--- src/bcc_pkg.sv ---
package bcc_pkg;

    // Decoy store geometry
    localparam int DECOY_DEPTH = 16;
    localparam int PTR_W       = $clog2(DECOY_DEPTH);
    localparam int LEN_W       = 5;
    localparam int NUM_SYMBOLS = 12;

    // Item commands
    localparam logic [1:0] CMD_LOAD   = 2'd0;
    localparam logic [1:0] CMD_ENCODE = 2'd1;
    localparam logic [1:0] CMD_DECODE = 2'd2;

    // Result status codes
    localparam logic [1:0] STAT_OK         = 2'd0;
    localparam logic [1:0] STAT_UNKNOWN    = 2'd1;
    localparam logic [1:0] STAT_NO_LETTERS = 2'd2;
    localparam logic [1:0] STAT_BAD_PATTERN = 2'd3;

    // Symbol alphabet, index order
    localparam logic [7:0] SYMBOLS [NUM_SYMBOLS] = '{
        8'h30, 8'h31, 8'h32, 8'h33, 8'h34, 8'h35,
        8'h36, 8'h37, 8'h38, 8'h39, 8'h2D, 8'h2C
    };

    typedef struct packed {
        logic [1:0] cmd;
        logic [7:0] char_in;
        logic [3:0] load_index;
        logic       message_start;
    } req_item_t;

    typedef struct packed {
        logic [7:0] char_out;
        logic [1:0] status;
        logic       last;
    } rsp_item_t;

    typedef enum logic [1:0] {
        ST_IDLE,
        ST_ENC,
        ST_DEC
    } ctrl_state_t;

    typedef enum logic [2:0] {
        EMIT_NONE,
        EMIT_ENC,
        EMIT_UNKNOWN,
        EMIT_NO_LETTERS,
        EMIT_DECODE
    } emit_sel_t;

    typedef struct packed {
        logic      accept;
        emit_sel_t emit;
    } dp_cmd_t;

    typedef struct packed {
        logic slot_free;
        logic sym_bad;
        logic no_letters;
        logic cur_letter;
        logic last_bit;
        logic group_done;
    } dp_stat_t;

    function automatic logic is_letter(input logic [7:0] c);
        return ((c >= 8'h41) && (c <= 8'h5A)) || ((c >= 8'h61) && (c <= 8'h7A));
    endfunction

    function automatic logic is_lower(input logic [7:0] c);
        return (c >= 8'h61) && (c <= 8'h7A);
    endfunction

    // Bit 4 set when the character is not in the alphabet
    function automatic logic [4:0] symbol_lookup(input logic [7:0] c);
        logic [4:0] res;
        res = 5'b10000;
        for (int i = NUM_SYMBOLS - 1; i >= 0; i--)
        begin
            if (SYMBOLS[i] == c)
            begin
                res = {1'b0, 4'(i)};
            end
        end
        return res;
    endfunction

    function automatic logic [7:0] symbol_char(input logic [3:0] idx);
        logic [7:0] res;
        res = 8'h00;
        for (int i = 0; i < NUM_SYMBOLS; i++)
        begin
            if (idx == 4'(i))
            begin
                res = SYMBOLS[i];
            end
        end
        return res;
    endfunction

endpackage

--- src/bcc_ctrl.sv ---
module bcc_ctrl (
    input  logic              clk,
    input  logic              rst_n,
    input  logic              req_valid,
    input  logic [1:0]        req_cmd,
    output logic              req_stall,
    input  bcc_pkg::dp_stat_t stat,
    output bcc_pkg::dp_cmd_t  dp_cmd
);
    import bcc_pkg::*;

    ctrl_state_t state_reg;
    ctrl_state_t state_next;

    // Hold the state
    always_ff @(posedge clk or negedge rst_n)
    begin
        if (!rst_n)
        begin
            state_reg <= ST_IDLE;
        end
        else
        begin
            state_reg <= state_next;
        end
    end

    // Sequence one item at a time
    always_comb
    begin
        state_next    = state_reg;
        req_stall     = 1'b1;
        dp_cmd.accept = 1'b0;
        dp_cmd.emit   = EMIT_NONE;
        unique case (state_reg)
            ST_IDLE:
            begin
                req_stall     = 1'b0;
                dp_cmd.accept = req_valid;
                if (req_valid)
                begin
                    if (req_cmd == CMD_ENCODE)
                    begin
                        state_next = ST_ENC;
                    end
                    else if ((req_cmd == CMD_DECODE) && stat.group_done)
                    begin
                        state_next = ST_DEC;
                    end
                end
            end
            ST_ENC:
            begin
                if (stat.slot_free)
                begin
                    priority if (stat.sym_bad)
                    begin
                        dp_cmd.emit = EMIT_UNKNOWN;
                        state_next  = ST_IDLE;
                    end
                    else if (stat.no_letters)
                    begin
                        dp_cmd.emit = EMIT_NO_LETTERS;
                        state_next  = ST_IDLE;
                    end
                    else
                    begin
                        dp_cmd.emit = EMIT_ENC;
                        if (stat.cur_letter && stat.last_bit)
                        begin
                            state_next = ST_IDLE;
                        end
                    end
                end
            end
            ST_DEC:
            begin
                if (stat.slot_free)
                begin
                    dp_cmd.emit = EMIT_DECODE;
                    state_next  = ST_IDLE;
                end
            end
            default:
            begin
                state_next = ST_IDLE;
            end
        endcase
    end

endmodule

--- src/bcc_datapath.sv ---
module bcc_datapath (
    input  logic                   clk,
    input  logic                   rst_n,
    input  bcc_pkg::req_item_t     req_item,
    input  logic                   cfg_we,
    input  logic [4:0]             cfg_data,
    input  bcc_pkg::dp_cmd_t       dp_cmd,
    output bcc_pkg::dp_stat_t      stat,
    output logic                   rsp_valid,
    input  logic                   rsp_stall,
    output bcc_pkg::rsp_item_t     rsp_item
);
    import bcc_pkg::*;

    logic [7:0]       store_reg [DECOY_DEPTH];
    logic [DECOY_DEPTH-1:0] letter_reg;
    logic [DECOY_DEPTH-1:0] letter_next;
    logic [PTR_W-1:0] ptr_reg;
    logic [PTR_W-1:0] ptr_next;
    logic [3:0]       pat_reg;
    logic [3:0]       pat_next;
    logic [1:0]       seen_reg;
    logic [1:0]       seen_next;
    logic [LEN_W-1:0] length_reg;
    logic [LEN_W-1:0] length_next;
    logic [3:0]       sym_reg;
    logic [3:0]       sym_next;
    logic             sym_bad_reg;
    logic             sym_bad_next;
    logic [1:0]       bit_reg;
    logic [1:0]       bit_next;
    logic             rsp_valid_reg;
    logic             rsp_valid_next;
    rsp_item_t        rsp_item_reg;
    rsp_item_t        rsp_item_next;

    logic [LEN_W-1:0] eff_len;
    logic [DECOY_DEPTH-1:0] len_mask;
    logic [PTR_W-1:0] ptr_eff;
    logic [PTR_W-1:0] ptr_adv;
    logic [7:0]       cur_char;
    logic             cur_letter;
    logic [PTR_W-1:0] base_ptr;
    logic [3:0]       base_pat;
    logic [1:0]       base_seen;
    logic [3:0]       pat_shift;
    logic [4:0]       lookup;
    logic             in_letter;
    logic             slot_free;

    // Clamp the configured length to 1..DECOY_DEPTH
    always_comb
    begin
        priority if (length_reg == '0)
        begin
            eff_len = LEN_W'(1);
        end
        else if (length_reg > LEN_W'(DECOY_DEPTH))
        begin
            eff_len = LEN_W'(DECOY_DEPTH);
        end
        else
        begin
            eff_len = length_reg;
        end
    end

    // Mark the positions inside the decoy
    always_comb
    begin
        for (int i = 0; i < DECOY_DEPTH; i++)
        begin
            len_mask[i] = (LEN_W'(i) < eff_len);
        end
    end

    // Wrap a stale pointer and step it circularly
    assign ptr_eff    = ({1'b0, ptr_reg} >= eff_len) ? '0 : ptr_reg;
    assign ptr_adv    = (({1'b0, ptr_eff} + LEN_W'(1)) == eff_len) ? '0 : ptr_eff + PTR_W'(1);
    assign cur_char   = store_reg[ptr_eff];
    assign cur_letter = is_letter(cur_char);

    // Message start clears pointer and partial pattern first
    assign base_ptr  = req_item.message_start ? '0 : ptr_reg;
    assign base_pat  = req_item.message_start ? '0 : pat_reg;
    assign base_seen = req_item.message_start ? '0 : seen_reg;
    assign in_letter = is_letter(req_item.char_in);
    assign pat_shift = {base_pat[2:0], is_lower(req_item.char_in)};
    assign lookup    = symbol_lookup(req_item.char_in);

    assign slot_free = !rsp_valid_reg || !rsp_stall;

    // Report status to the controller
    assign stat.slot_free  = slot_free;
    assign stat.sym_bad    = sym_bad_reg;
    assign stat.no_letters = ~|(letter_reg & len_mask);
    assign stat.cur_letter = cur_letter;
    assign stat.last_bit   = (bit_reg == 2'd0);
    assign stat.group_done = in_letter && (base_seen == 2'd3);

    // Next state of the cipher registers
    always_comb
    begin
        letter_next  = letter_reg;
        ptr_next     = ptr_reg;
        pat_next     = pat_reg;
        seen_next    = seen_reg;
        sym_next     = sym_reg;
        sym_bad_next = sym_bad_reg;
        bit_next     = bit_reg;
        length_next  = cfg_we ? cfg_data : length_reg;

        if (dp_cmd.accept)
        begin
            ptr_next  = base_ptr;
            pat_next  = base_pat;
            seen_next = base_seen;
            unique case (req_item.cmd)
                CMD_LOAD:
                begin
                    letter_next[req_item.load_index] = in_letter;
                end
                CMD_ENCODE:
                begin
                    sym_next     = lookup[3:0];
                    sym_bad_next = lookup[4];
                    bit_next     = 2'd3;
                end
                CMD_DECODE:
                begin
                    if (in_letter)
                    begin
                        if (base_seen == 2'd3)
                        begin
                            sym_next  = pat_shift;
                            pat_next  = '0;
                            seen_next = '0;
                        end
                        else
                        begin
                            pat_next  = pat_shift;
                            seen_next = base_seen + 2'd1;
                        end
                    end
                end
                default:
                begin
                end
            endcase
        end

        // Advance through the decoy on each encoded character
        if (dp_cmd.emit == EMIT_ENC)
        begin
            ptr_next = ptr_adv;
            if (cur_letter)
            begin
                bit_next = bit_reg - 2'd1;
            end
        end
    end

    // Build the outgoing item
    always_comb
    begin
        rsp_item_next  = rsp_item_reg;
        rsp_valid_next = rsp_valid_reg && rsp_stall;
        unique case (dp_cmd.emit)
            EMIT_NONE:
            begin
            end
            EMIT_ENC:
            begin
                rsp_valid_next         = 1'b1;
                rsp_item_next.status   = STAT_OK;
                rsp_item_next.last     = cur_letter && (bit_reg == 2'd0);
                if (cur_letter)
                begin
                    rsp_item_next.char_out = {cur_char[7:6], sym_reg[bit_reg], cur_char[4:0]};
                end
                else
                begin
                    rsp_item_next.char_out = cur_char;
                end
            end
            EMIT_UNKNOWN:
            begin
                rsp_valid_next = 1'b1;
                rsp_item_next  = '{char_out: 8'h00, status: STAT_UNKNOWN, last: 1'b1};
            end
            EMIT_NO_LETTERS:
            begin
                rsp_valid_next = 1'b1;
                rsp_item_next  = '{char_out: 8'h00, status: STAT_NO_LETTERS, last: 1'b1};
            end
            EMIT_DECODE:
            begin
                rsp_valid_next = 1'b1;
                rsp_item_next.last = 1'b1;
                if (sym_reg < 4'(NUM_SYMBOLS))
                begin
                    rsp_item_next.char_out = symbol_char(sym_reg);
                    rsp_item_next.status   = STAT_OK;
                end
                else
                begin
                    rsp_item_next.char_out = 8'h00;
                    rsp_item_next.status   = STAT_BAD_PATTERN;
                end
            end
            default:
            begin
            end
        endcase
    end

    // Hold control registers
    always_ff @(posedge clk or negedge rst_n)
    begin
        if (!rst_n)
        begin
            letter_reg    <= '0;
            ptr_reg       <= '0;
            pat_reg       <= '0;
            seen_reg      <= '0;
            length_reg    <= LEN_W'(1);
            sym_bad_reg   <= 1'b0;
            bit_reg       <= '0;
            rsp_valid_reg <= 1'b0;
        end
        else
        begin
            letter_reg    <= letter_next;
            ptr_reg       <= ptr_next;
            pat_reg       <= pat_next;
            seen_reg      <= seen_next;
            length_reg    <= length_next;
            sym_bad_reg   <= sym_bad_next;
            bit_reg       <= bit_next;
            rsp_valid_reg <= rsp_valid_next;
        end
    end

    // Hold payload registers
    always_ff @(posedge clk)
    begin
        sym_reg      <= sym_next;
        rsp_item_reg <= rsp_item_next;
        if (dp_cmd.accept && (req_item.cmd == CMD_LOAD))
        begin
            store_reg[req_item.load_index] <= req_item.char_in;
        end
    end

    assign rsp_valid = rsp_valid_reg;
    assign rsp_item  = rsp_item_reg;

endmodule

--- src/baconian_case_cipher.sv ---
// Baconian case cipher: hides the symbols 0-9, '-' and ',' in the letter
// case of a stored decoy text of up to 16 characters.
// Request channel (req_valid / req_stall / req_item): one item carries a
// command (load decoy character, encode symbol, decode character), a byte,
// a load position and a message start mark that rewinds the decoy pointer
// and clears the partial decode pattern before the item is handled.
// Response channel (rsp_valid / rsp_stall / rsp_item): character, status and
// a last flag on the final result of each request item.
// cfg_we / cfg_data write the decoy length; the user must write it only
// while the block is idle; the block does not enforce it. One item is
// handled at a time. Loads, and decodes that do not finish a group, leave
// the block idle; a decode that ends a group goes to the decode state,
// which registers its result when the output is free. An encode item
// gives four letters plus each non-letter passed, or one error result, at
// one character per unstalled cycle, paced by the single store read port.
// Reset clears pointer, pattern, letter flags and the output valid bit and
// sets the length to one; the decoy text must be loaded again.
// While rsp_stall is high the result is held and the block waits; a new
// item is still taken when the block is idle, even with a result pending.
module baconian_case_cipher (
    input  logic                clk,
    input  logic                rst_n,
    input  logic                req_valid,
    output logic                req_stall,
    input  bcc_pkg::req_item_t  req_item,
    output logic                rsp_valid,
    input  logic                rsp_stall,
    output bcc_pkg::rsp_item_t  rsp_item,
    input  logic                cfg_we,
    input  logic [4:0]          cfg_data
);
    import bcc_pkg::*;

    dp_cmd_t  dp_cmd;
    dp_stat_t stat;

    bcc_ctrl u_ctrl (
        .clk       (clk),
        .rst_n     (rst_n),
        .req_valid (req_valid),
        .req_cmd   (req_item.cmd),
        .req_stall (req_stall),
        .stat      (stat),
        .dp_cmd    (dp_cmd)
    );

    bcc_datapath u_datapath (
        .clk       (clk),
        .rst_n     (rst_n),
        .req_item  (req_item),
        .cfg_we    (cfg_we),
        .cfg_data  (cfg_data),
        .dp_cmd    (dp_cmd),
        .stat      (stat),
        .rsp_valid (rsp_valid),
        .rsp_stall (rsp_stall),
        .rsp_item  (rsp_item)
    );

`ifndef SYNTHESIS
    // Error results always close their request item
    assert property (@(posedge clk) disable iff (!rst_n)
        (rsp_valid && (rsp_item.status != STAT_OK)) |-> rsp_item.last)
        else $error("error result without last flag");

    // A load item leaves the block ready for the next item
    assert property (@(posedge clk) disable iff (!rst_n)
        (req_valid && !req_stall && (req_item.cmd == CMD_LOAD)) |=> !req_stall)
        else $error("load item did not return to idle");

    // An encode item always occupies the block afterwards
    assert property (@(posedge clk) disable iff (!rst_n)
        (req_valid && !req_stall && (req_item.cmd == CMD_ENCODE)) |=> req_stall)
        else $error("encode item not taken up");

    // No new item is taken while a result is being produced
    assert property (@(posedge clk) disable iff (!rst_n)
        (dp_cmd.emit != EMIT_NONE) |-> req_stall)
        else $error("item accepted during result generation");
`endif

endmodule

--- config.mk ---
export PLATFORM = sky130hd
export DESIGN_NAME = baconian_case_cipher
export DESIGN_NICKNAME = d
export VERILOG_FILES = /design/src/bcc_pkg.sv /design/src/bcc_ctrl.sv /design/src/bcc_datapath.sv /design/src/baconian_case_cipher.sv
export SDC_FILE = /design/constraint.sdc
export NUM_CORES = 1
export LEC_CHECK = 0
export BUFFER_PORTS_ARGS = -buffer_cell sky130_fd_sc_hd__clkbuf_2
export CAP_MARGIN = 10
export CORE_MARGIN = 2
export CORE_UTILIZATION = 50
export DETAILED_ROUTE_END_ITERATION = 8
export PLACE_DENSITY = 0.67
export SYNTH_ARGS = -nofsm -noshare
export SYNTH_HDL_FRONTEND = slang
export SYNTH_SLANG_ARGS = --single-unit
--- constraint.sdc ---
create_clock -name clk -period 8.9 [get_ports clk]
set_input_delay 0.445 -clock clk [delete_from_list [all_inputs] [get_ports clk]]
set_output_delay 0.445 -clock clk [all_outputs]
set_load 0.005 [all_outputs]
Word level (Yosys, flattened, before mapping)
Memory sizes are Yosys's and may differ from the RTL's.
Cells that the tools add are included.
{"block": "totals", "regBits": 52, "mem_bits_rw": 128, "input_bits": 25, "out_inout_bits": 13, "word_cells": 193, "memories": 1}
{"memory": "u_datapath.store_reg", "words": 16, "width": 8, "read_ports": 1, "rd_ports_with_merged_regs": 0, "write_ports": 1, "line_no": "bcc_datapath.sv:15", "source": "logic [7:0] store_reg [DECOY_DEPTH];"}
{"block": "classes", "add_sub_neg": 4, "n_lt_le_gt_ge": 30, "n_eq_ne": 40, "muxes": 73, "bitwise_logic": 1, "n_reduce_logical": 31}
{"operator": "$eq 6x8->1 const A", "n": 12}
{"operator": "$mux 6", "n": 13}
{"operator": "$mux 5", "n": 14}
{"operator": "$mux 4", "n": 11}
{"operator": "$pmux 11 s4", "n": 1}
{"operator": "$lt 4x5->1 const A", "n": 8}
{"operator": "$mux 2", "n": 17}
{"operator": "$ge 8x7->1 const B", "n": 4}
{"operator": "$le 8x7->1 const B", "n": 4}
{"operator": "$lt 3x5->1 const A", "n": 4}
{"operator": "$and 16x16->16", "n": 1}
{"operator": "$bwmux 16", "n": 1}
{"operator": "$eq 4x3->1 const B", "n": 4}
{"operator": "$eq 4x4->1 const B", "n": 4}
{"operator": "$reduce_or 16->1", "n": 1}
{"operator": "$logic_and 1x1->1", "n": 10}
{"operator": "$lt 1x5->1 const A", "n": 2}
{"operator": "$lt 2x5->1 const A", "n": 2}
{"operator": "$mux 3", "n": 3}
{"operator": "$eq 4x2->1 const B", "n": 2}
{"operator": "$mux 8", "n": 1}
{"operator": "$ne 2x1->1 const B", "n": 4}
{"operator": "$pmux 4 s2", "n": 1}
{"operator": "$mux 1", "n": 7}
{"operator": "other kinds (35)", "n": 48}

Logic depth before layout (Yosys ltp)
{"block": "logic_depth", "word_depth": 15, "mapped_depth": 19, "ltp_nobuf": 16}

Modules after synthesis
Synthesis repeated with hierarchy kept, for this count alone.
{"block": "unflattened", "cells_unflattened": 647, "hier_area_um2": 8415.6}
{"mod": "bcc_datapath", "n_inst": 1, "cells_each": 622, "area_per_inst_um2": 8199.1, "seq_area_each_um2": 5146.2}
{"mod": "bcc_ctrl", "n_inst": 1, "cells_each": 25, "area_per_inst_um2": 216.5, "seq_area_each_um2": 50.0}

Worst setup path before layout
No wires, ideal clock.
{"block": "synth_path", "path_type": "register to register", "start": "reg u_datapath.length_reg[0]", "end": "reg u_datapath.ptr_reg[2]", "setup_ns": 0.124, "t_arrival_ns": 3.366, "t_required_ns": 8.776, "setup_slack_ns": 5.410, "path_stages_with_launch": 19, "n_path_buf": 3, "synth_period_minus_slack_ns": 3.490, "path_cell_list": "dfstp_2 > clkbuf_1 > nor2_1 > nor2_1 > ha_1 > nor2b_1 > o22a_1 > buf_6 > buf_2 > nand2_1 > inv_1 > ha_1 > and3_1 > a211oi_1 > o31ai_1 > nand4_1 > nand3b_1 > nor2_1 > a211o_1"}
{"block": "synth_via", "elab_chain_len": 13, "word_cells_on_any_way": 37, "classes_between": "add/sub: 2; order compare: 18; eq/ne: 2; mux: 9; bitwise: 1; reduce/logical: 5"}
{"item": "from (decl)", "line_no": "bcc_datapath.sv:24", "source": "logic [LEN_W-1:0] length_reg;"}
{"item": "from (signal assigned)", "line_no": "bcc_datapath.sv:237", "source": "length_reg <= length_next;"}
{"item": "$gt 5x5->1", "line_no": "bcc_datapath.sv:58", "source": "else if (length_reg > LEN_W'(DECOY_DEPTH))"}
{"item": "$mux 5", "line_no": "bcc_datapath.sv:58"}
{"item": "$mux 5 *", "line_no": "bcc_datapath.sv:54", "source": "priority if (length_reg == '0)"}
{"item": "$lt 1x5->1, or another cell as far along", "line_no": "bcc_datapath.sv:73", "source": "len_mask[i] = (LEN_W'(i) < eff_len);"}
{"item": "$and 16x16->16", "line_no": "bcc_datapath.sv:96", "source": "assign stat.no_letters = ~|(letter_reg & len_mask);"}
{"item": "$reduce_or 16->1", "line_no": "bcc_datapath.sv:96"}
{"item": "$mux 2", "line_no": "bcc_ctrl.sv:61", "source": "else if (stat.no_letters)"}
{"item": "$mux 3", "line_no": "bcc_ctrl.sv:56", "source": "priority if (stat.sym_bad)"}
{"item": "$mux 3", "line_no": "bcc_ctrl.sv:54", "source": "if (stat.slot_free)"}
{"item": "$pmux 3 s2", "line_no": "bcc_ctrl.sv:35", "source": "unique case (state_reg)"}
{"item": "$eq 3x1->1", "line_no": "bcc_datapath.sv:153", "source": "if (dp_cmd.emit == EMIT_ENC)"}
{"item": "$reduce_bool 2->1 (no line)"}
{"item": "$reduce_and 2->1 (no line)"}
{"item": "to (signal assigned)", "line_no": "bcc_datapath.sv:234", "source": "ptr_reg <= ptr_next;"}
{"item": "to (decl)", "line_no": "bcc_datapath.sv:18", "source": "logic [PTR_W-1:0] ptr_reg;"}
Mark *: on every way between the ends. The rest lies on a longest branch, timed or not.
A chain may end at the register's enable or synchronous reset.

Worst setup path in the final report
{"block": "layout_path", "start": "reg u_datapath.length_reg[4]", "end": "reg u_datapath.ptr_reg[2]"}
The elaborated chain is that of the path after synthesis.

==> impl_metrics.yaml <==
setup_path:
  path_cells: "nor2b_1 -> inv_1 -> ha_1 -> o21bai_1 -> o22a_1 -> nand2_1 -> inv_1 -> ha_1 -> and3_1 -> a211oi_1 -> o31ai_1 -> nand4_1 -> nand3b_1 -> nor2_1 -> a211o_1"
  critical_path_class: "flop to flop"
  critPathSlowestCell: "o22a_1"
  cp_data_arrival_time_ns: 5.02
  crit_required_ns: 9.22
  reg2reg_to: "u_datapath.ptr_reg[2]$_DFFE_PN0P_"
  end_kind: "flop"
  startpoint: "u_datapath.length_reg[4]$_DFFE_PN0P_"
  cp_slowest_stage_delay_ns: 0.83
  path_max_fanout: 26
  rrSetupSlack_ns: 4.20
  crit_path_start_kind: "flop"
  r2r_start: "u_datapath.length_reg[4]$_DFFE_PN0P_"
  r2r.worst_path.cells: 15
  critPathCapture: "u_datapath.ptr_reg[2]$_DFFE_PN0P_"
floorplanning:
  die_h_um: 133
  pin_count: 38
  fp.dieW_um: 133
  rows: 47
  initial_core_util_pct: 50.6
  core_area_sq_mm: 0.0164
  die_area_sq_mm: 0.0177
final_layout:
  regArea_sq_mm: 0.00520
  largest_reg_flops: 128
  multi_input_area_sq_mm: 0.00290
  syn_to_final_growth_pct: 11.5
  drive_gt1_share_pct: 19.4
  final_nets: 691
  nFillCells: 1337
  fin_area_sq_mm: 0.00925
  fin_cells: 886
  num_antenna_cells: 0
drt:
  ant_nets: 0
  vias: 5435
  drc: 0
  drt-wirelength-per-cell_um: 21.7
  post_drt_via_cell_ratio: 6.13
  drt-initial-drc-count: 608
  dr.pass1.iters: 6
  wirelength_um: 19200
synth:
  synth_top_cells_by_count: "143 x edfxtp_1, 54 x nor2_1, 42 x nand2_1"
  synth_top_area_share_pct: 51.7
  synth_edf_count: 143
  ys_warn_count: 0
  yosysMostFrequentCell: "edfxtp_1"
  synth_ff_type: "edfxtp_1"
  syn_area_per_cell_sq_um: 13.4
  synthTopCellsByArea: "edfxtp_1 52%, dfrtp_1 11%, mux4_2 4.3%, mux2_2 3.7%, nor2_1 2.4%"
  synth_fp_nets: 656
  syn_inst: 618
  yosys.area.top_type: "edfxtp_1"
  yosysUniqueCellTypes: 67
  async_reset_ff_share_pct: 20.1
  synth-seq-area-share_pct: 62.6
  netlist_area_sq_mm: 0.00830
  ys_seq_elements: 179
power:
  p_sw_share_pct: 28.6
  p_switching_w: 0.000626
  p_total_w: 0.00219
  clock_power_share_pct: 33.1
  p_int_w: 0.00157
  pwr-share-comb_pct: 21.5
  vdd_drop_max_v: 0.000152
  leakage_nw: 3.35
  powerDensity_mw_per_mm2: 237
  power_frac_seq_pct: 45.5
placed_design:
  placedCellCount: 854
  place_area_sq_mm: 0.00869
  place.gp.congestion: 0.879
  place_hpwl_um: 12700
  io_buffers: 37
clock_tree:
  clock_path_buffers: 2
  cts_htree_levels: 4
  cts_made_buffers: 17
  cts_setup_buffers: 0
  post_cts_resized: 0
  cts_tree: "done"
  path_clk_slew_ns: 0.07
  clock-sinks: 179
  worst_skew_pair.late_latency_ns: 0.44
  ctsRootBufferMaster: "clkbuf_16"
  cts-hold-fix-buffers: 0
timing:
  fin_hold_ws_ns: 0.142
  tns_ns: 0
  max_freq_mhz: 213
  skew_ns: 0.00908
  hold_viol: 0
  rsz0062_at_grt: "no"
  setup_viol: 0
  finalCritPeriodShare_pct: 52.8
  final_max_slew_viol_count: 0
  tightestPinTransition_ns: 1.21
  period_needed_ns: 4.70
  slew_headroom_pct: 19.0
run:
  maxCapViolCount: 0
min_path:
  holdCritPathClass: "input port to asynchronous set/reset pin"
run_status:
  status: "complete, no violations"
global_route:
  first_global_vias: 5248
  antenna_found_initial: 0
  groute.usage.overall_pct: 22.8
  grt_pass1_wl_um: 30200
  grt_max_degree: 51
  overflow: 0
[how the worst min path moves through the flow]
stage / end / slack (ns) / cells after the start
CTS: u_datapath.seen_reg[0]$_DFFE_PN0P_ / 0.16 / 1
finish: u_ctrl.state_reg[0]$_DFFE_PN0P_ / 0.14 / 1
detailed placement: u_datapath.pat_reg[0]$_DFFE_PN0P_ / 0.47 / 2
global route: u_ctrl.state_reg[1]$_DFFE_PN0P_ / 0.21 / 1
global placement: u_datapath.pat_reg[0]$_DFFE_PN0P_ / 0.46 / 2
floorplan: u_ctrl.state_reg[0]$_DFFE_PN0P_ / 0.15 / 0
[cell usage in the layout, fill, tap and decap left out, types with 5 or more instances in the layout]
cell type	count
o21ai_0	14
nor3b_1	6
nor2b_1	12
nand3b_1	6
nor2_1	54
inv_1	19
edfxtp_1	143
a21oi_1	28
mux2_2	27
nand2b_1	10
dfrtp_1	34
nor3_1	11
mux4_2	16
o31ai_1	9
nand2_1	42
a211oi_1	10
o32ai_1	5
mux2i_1	17
clkbuf_16	17
and2_1	7
o211ai_1	7
o22ai_1	10
ha_1	13
nand3_1	11
buf_4	8
clkbuf_2	37
a31oi_1	8
[layout make-up]
cell class	count	share of cell area, %
clock inverters	14	1.49
clock buffers	18	4.64
repair buffers	45	2.65
inverters	19	0.771
multi-input cells	391	31.3
well taps	220	2.97
flip-flops and latches	179	56.2
[worst max-delay path, delay by kind of cell (launching register included)]
family	cells	cell delay, ns
flops	1	0.51
compound gates	5	1.82
fa+ha+maj	2	0.58
buf+inv	2	0.25
simple gates	6	1.41
[cells by family (layout without fill, tap and decap cells)]
kind of cell    count (synthesis)  in the layout  share of synthesized area, %
flops                         179            179                          62.6
simple gates                  177            177                          10.5
compound gates                135            135                          11.6
mux                            61             61                          10.2
buf+inv                        48             96                          2.64
fa+ha+maj                      13             13                          1.96
xor+xnor                        5              5                         0.527
[per-layer routing]
layer	GRT usage, %	wire length, um	up-vias
met5	0	0	-
met4	9.02	528	0
met3	3.75	1150	36
met2	35.8	9140	225
met1	32.2	8390	2723
li1	-	-	2451
[power by group through the flow]
| stage | sequential [W] | clock [W] | combinational, W |
|---|---|---|---|
| 6_report | 0.000996 | 0.000725 | 0.000470 |
| 5_1_grt | 0.00100 | 0.000771 | 0.000518 |
| 4_1_cts | 0.000996 | 0.000735 | 0.000468 |
| 3_5_place_dp | 0.00101 | 0 | 0.000466 |
| 3_3_place_gp | 0.00101 | 0 | 0.000455 |
| 2_1_floorplan | 0.00100 | 0 | 0.000338 |
[metrics by stage]
| step | setup slack, ns | utilization, % |
|---|---|---|
| finish | 4.20 | 56.4 |
| global route | 3.88 | 56.4 |
| CTS | 4.36 | 56.4 |
| detailed placement | 4.40 | 52.9 |
| global placement | 4.67 | 52.9 |
| floorplan | 5.41 | - |
Note: power is estimated with default switching activity, not from simulation.
